--- config.mk ---
export PLATFORM = sky130hd
export DESIGN_NAME = kfa_cell
export DESIGN_NICKNAME = d
export VERILOG_FILES = /design/src/hw/rtl/kfa_pkg.sv /design/src/hw/rtl/kfa_cell.sv
export SDC_FILE = /design/constraint.sdc
export NUM_CORES = 1
export LEC_CHECK = 0
export BUFFER_PORTS_ARGS = -buffer_cell sky130_fd_sc_hd__buf_2
export CAP_MARGIN = 20
export CORE_MARGIN = 1.5
export CORE_UTILIZATION = 53
export CTS_CLUSTER_DIAMETER = 200
export CTS_CLUSTER_SIZE = 8
export DETAILED_ROUTE_END_ITERATION = 7
export GPL_TIMING_DRIVEN = 0
export PLACE_DENSITY_LB_ADDON = 0.08
export REMOVE_ABC_BUFFERS = 1
export SLEW_MARGIN = 40
export SYNTH_ARGS = -nofsm -noshare
export SYNTH_HDL_FRONTEND = slang
export SYNTH_SLANG_ARGS = --single-unit
export TNS_END_PERCENT = 20
--- constraint.sdc ---
create_clock -name clk -period 6.75 [get_ports clk]
set_input_delay 1.35 -clock clk [delete_from_list [all_inputs] [get_ports clk]]
set_output_delay 1.35 -clock clk [all_outputs]
set_load 0.05 [all_outputs]
--- src/hw/rtl/kfa_pkg.sv ---
// shared types, constants and helpers for the keyed fraction accumulator
`timescale 1ns / 1ps

package kfa_pkg;

  localparam int KEY_W  = 24;
  localparam int FRAC_W = 17;
  localparam int SUM_W  = 24;

  localparam logic [SUM_W-1:0] SUM_MAX = {SUM_W{1'b1}};

  // controller states
  typedef enum logic [1:0] {
    ST_IDLE,
    ST_DRAIN,
    ST_EMPTY
  } state_t;

  // broadcast from the controller to every cell
  typedef struct packed {
    logic              pair_valid;
    logic [KEY_W-1:0]  key;
    logic [FRAC_W-1:0] frac;
    logic              shift;
  } cell_ctrl_t;

  // saturating add of a fraction onto a running sum
  function automatic logic [SUM_W-1:0] sat_add(input logic [SUM_W-1:0] sum,
                                               input logic [FRAC_W-1:0] frac);
    logic [SUM_W:0] total;
    begin
      total = {1'b0, sum} + {{(SUM_W + 1 - FRAC_W){1'b0}}, frac};
      sat_add = total[SUM_W] ? SUM_MAX : total[SUM_W-1:0];
    end
  endfunction

endpackage

--- src/hw/rtl/kfa_cell.sv ---
// one table entry: key match, fraction add, append and shift toward the output
`timescale 1ns / 1ps

module kfa_cell (
  input  logic                      clk,
  input  kfa_pkg::cell_ctrl_t       ctrl,
  input  logic                      used,
  input  logic                      append_sel,
  input  logic [kfa_pkg::KEY_W-1:0] nxt_key,
  input  logic [kfa_pkg::SUM_W-1:0] nxt_sum,
  output logic                      hit,
  output logic [kfa_pkg::KEY_W-1:0] key,
  output logic [kfa_pkg::SUM_W-1:0] sum
);

  // match against the broadcast key, only for occupied entries
  assign hit = used && (key == ctrl.key);

  // shift during drain, otherwise take a new key or accumulate
  always_ff @(posedge clk) begin
    if (ctrl.shift) begin
      key <= nxt_key;
      sum <= nxt_sum;
    end else if (append_sel) begin
      key <= ctrl.key;
      sum <= {{(kfa_pkg::SUM_W - kfa_pkg::FRAC_W){1'b0}}, ctrl.frac};
    end else if (ctrl.pair_valid && hit) begin
      sum <= kfa_pkg::sat_add(sum, ctrl.frac);
    end
  end

endmodule

## After elaboration in Yosys (flattened, before gate mapping)

Index checks and enable logic that the tools add are counted.
W data, S select, Z words.

- Register bits: 48
- Input bits: 94
- Output and inout bits: 49

- Add/subtract/negate cells: 1
- Equality and inequality tests: 1
- Multiplexer cells: 6
- Reduce and logical (&&, ||, !) cells: 4

Operators with widths:

| kind | number |
|---|---|
| $mux W24 | 6 |
| $add A24 B17 Y25 | 1 |
| $eq A24 B24 Y1 | 1 |
| $reduce_bool A3 Y1 | 1 |
| $logic_and A1 B1 Y1 | 2 |
| $reduce_bool A2 Y1 | 1 |

## Longest topological paths before layout

- Depth in word-level cells: 6
- Mapped depth: 9

## Worst setup path before layout

No wires, ideal clock.

- Kind: input -> output
- From: input port ctrl[37] (netlist name)
- To: output port hit
- Arrival time: 3,511 ps
- Required time: 5,400 ps
- Path slack: 1,889 ps
- Stages on the path: 4
- Buffers on the path: 0
- Path through: xor2_1 > nor4_1 > nand4_1 > nor4_1

- Longest elaborated chain between the ends: 2

RTL lines:

| item | RTL line | text |
|---|---|---|
| start, declared | kfa_cell.sv:6 | `input kfa_pkg::cell_ctrl_t ctrl,` |
| $eq A24 B24 Y1 | kfa_cell.sv:17 | `assign hit = used && (key == ctrl.key);` |
| $logic_and A1 B1 Y1 | kfa_cell.sv:17 |  |
| end, declared | kfa_cell.sv:11 | `output logic hit,` |

No other way between the ends.

## Worst setup path after layout

Same ends and word-level chain as after synthesis.

==> run summary <==
Hold path startpoint - sum[0]
Max Clock Skew - 0.006847 ns
Vias per cell - 5.771
TritonCTS clock tree - done
Final setup TNS - 0 ns
Via count - 3226
Outcome - finished clean
Post-CTS Setup Bufs - 0
WHS Path Cells - 3
GRT overflow - 0
TritonRoute pass-1 iters - 4
Largest net degree at the start of global routing - 56
Ant diodes - 0
Post-layout power - 1.083 mW
Clk slew on worst S/H paths - 0.10 ns
WP data required - 5.40 ns
Final HPWL DP - 6689 um
Core area - 6386 um^2
Die Area - 7114 um^2
Fraction of registers with async set/reset - 0%
Worst setup SP type - input pin
Initial core utilization - 54.92%
Fmax - 242.2 MHz
Hold WC Path Type - reg -> reg
Initial DRC count - 152
H-tree depth - 2
Fin crit period - 4.129 ns
Worst slew margin - 54.84%
Yosys warnings - 0
Crit. End Element - output port
Total Nets Final - 594
Synth cell types - 48
Fill count - 532
Clk_lat worst skew - 0.30 ns
First-pass GRT wire length - 14070 um
Clk sinks - 48
Synth Instances - 349
Fin. max-slew vios - 0
Worst reg2reg endpoint - sum[16]
Maximum VDD drop - 0.1495 mV
R2r worst-path depth - 8
R2R Setup Slk - 3.83 ns
Die W - 84.35 um
Top delay family on crit path - simple AND/OR/NAND/NOR gates
Layout cell share with drive strength beyond 1 - 38.17%
CP Depth - 6
Synth Flop Type - edfxtp_1
Vias in the first global route - 3134
Critical path type - in -> out
WP data arrival - 2.78 ns
Area Growth Syn to Fin - 24.62%
CP max FO - 2
Routed Antenna Nets - 0
Cell Pwr Density - 247.9 nW/um^2
Post-Syn Area - 3507 um^2
Fin. Hold Viols - 0
# DRC - 0
Synth Area per Inst - 10.05 um^2
Reg2Reg Launch Point - sum[0]
Slowest stage delay, CP - 0.37 ns
Critical-path top delay cell - nor4_1
Post-synthesis sequential area ratio - 41.10%
Unrepaired setup endpoints after global routing - no
Final setup fails - 0
Hold-fix buffers, CTS - 0
Tot GR Track Use - 24.35%
RD Place Congestion - 0.9769
CTS resizes - 0
CTS max path bufs - 2
Crit path buf inv count - 2
WHS Endpoint - sum[0]
IO Count - 143
Final worst path period share - 61.18%
Die height - 84.35 um
Site Rows - 29
Port buffer count - 142
FF+latch count, synth - 48
Post-synth EDFFs - 48
TritonCTS Buffers - 5
Worst-Margin Slew - 0.6750 ns
Detailed Route WL - 8816 um
DR WL/cell - 15.77 um
Initial antenna violation count - 0
CP cell instances - buf_2 -> xor2_1 -> nor4_1 -> nand4_1 -> nor4_1 -> buf_2
CTS root buffer - clkbuf_8
Max Cap Viol - 0
Leak - 1.798 nW
-- synthesized netlist by cell type (3+ instances only) --
cell type | instances | area, um^2
nor2b_1 | 4 | 25.02
a31oi_1 | 4 | 25.02
nand4_1 | 12 | 75.07
xor2_1 | 10 | 87.58
ha_1 | 17 | 212.7
nor2_1 | 12 | 45.04
xnor2_1 | 31 | 271.5
nand3_1 | 5 | 25.02
nand2_1 | 32 | 120.1
inv_1 | 6 | 22.52
o21a_1 | 3 | 22.52
a21oi_1 | 34 | 170.2
a211oi_1 | 6 | 45.04
clkbuf_1 | 5 | 18.77
edfxtp_1 | 48 | 1441
a22oi_1 | 5 | 37.54
o211ai_1 | 6 | 45.04
buf_2 | 7 | 35.03
or3_1 | 3 | 18.77
mux2_2 | 24 | 270.3
o22ai_1 | 17 | 106.4
a21o_1 | 3 | 22.52
o21ai_1 | 14 | 70.07
o21ai_0 | 11 | 55.05
-- cell usage in the layout, fill, tap and decap left out, types with 6 or more instances in the layout --
cell type,n
nand4_1,12
o22ai_1,17
xor2_1,10
mux2_2,24
a21oi_1,34
o211ai_1,6
a211oi_1,6
buf_2,141
o21ai_1,14
nand2_1,32
ha_1,17
xnor2_1,31
o21ai_0,11
nor2_1,12
edfxtp_1,48
-- metrics by stage --
stage | worst slack [ns] | hold slack, ns | cells | area [um^2] | utilization (%)
2_1_floorplan | 1.889 | 0.9980 | 333 | 3431 | -
3_3_place_gp | 1.983 | 0.7189 | 552 | 4238 | 66.36
3_5_place_dp | 2.635 | 0.7256 | 552 | 4242 | 66.42
4_1_cts | 2.610 | 0.7548 | 559 | 4370 | 68.44
5_1_grt | 2.539 | 0.7836 | 559 | 4370 | 68.44
6_report | 2.621 | 0.7708 | 559 | 4370 | 68.44
-- sequential cells by signal, indices dropped and copies added, names as in the netlist --
signal  count
key        24
sum        24
-- power by group --
| group | internal (mW) | switching, mW |
|---|---|---|
| Sequential | 0.372 | 0.0268 |
| Clock | 0.146 | 0.102 |
| Combinational | 0.150 | 0.286 |
| Total | 0.668 | 0.415 |
-- metal layers --
layer,up-vias,wire [um],track usage (%)
met5,-,0,0
met4,0,157,8.651
met3,15,749,7.473
met2,146,4158,41.31
met1,1467,3751,29.43
li1,1598,-,-
-- worst max-delay path by stage --
| stage | start | slack, ns | end |
|---|---|---|---|
| detailed placement | ctrl[37] | 2.64 | hit |
| global placement | ctrl[0] | 1.98 | sum[1] |
| CTS | ctrl[37] | 2.61 | hit |
| global route | ctrl[37] | 2.54 | hit |
| floorplan | ctrl[37] | 1.89 | hit |
| finish | ctrl[37] | 2.62 | hit |
-- cell type report --
cell class / instances / area [um^2] / area share [%]
tap: 77 / 96.34 / 2.204
timing repair buffer: 142 / 713.2 / 16.32
clock inverter: 2 / 60.06 / 1.374
sequential: 48 / 1441 / 32.98
clock buffer: 5 / 68.82 / 1.575
multi-input combinational: 278 / 1964 / 44.95
inverter: 7 / 26.28 / 0.6012
-- worst register-to-register path: stages, from the launching register on --
cell and delay (ns):
edfxtp_1 0.41, ha_1 0.25, fa_1 0.43, a211oi_1 0.32
o211ai_1 0.15, nand2_1 0.22, o211ai_2 0.30, nor2_1 0.47
a21oi_1 0.12
-- cells by family (layout without fill, tap and decap cells) --
family	count (synthesis)	in the layout	synth area share, %
and+or+nand+nor	84	84	12.02
DFF	48	48	41.10
muxes	24	24	7.706
adders and majority gates	18	18	6.636
xor gates and xnor gates	41	41	10.24
buffers and inverters	23	156	2.925
AOI/OAI and AO/OA	111	111	19.37
Note: power is estimated with default switching activity, not from simulation.
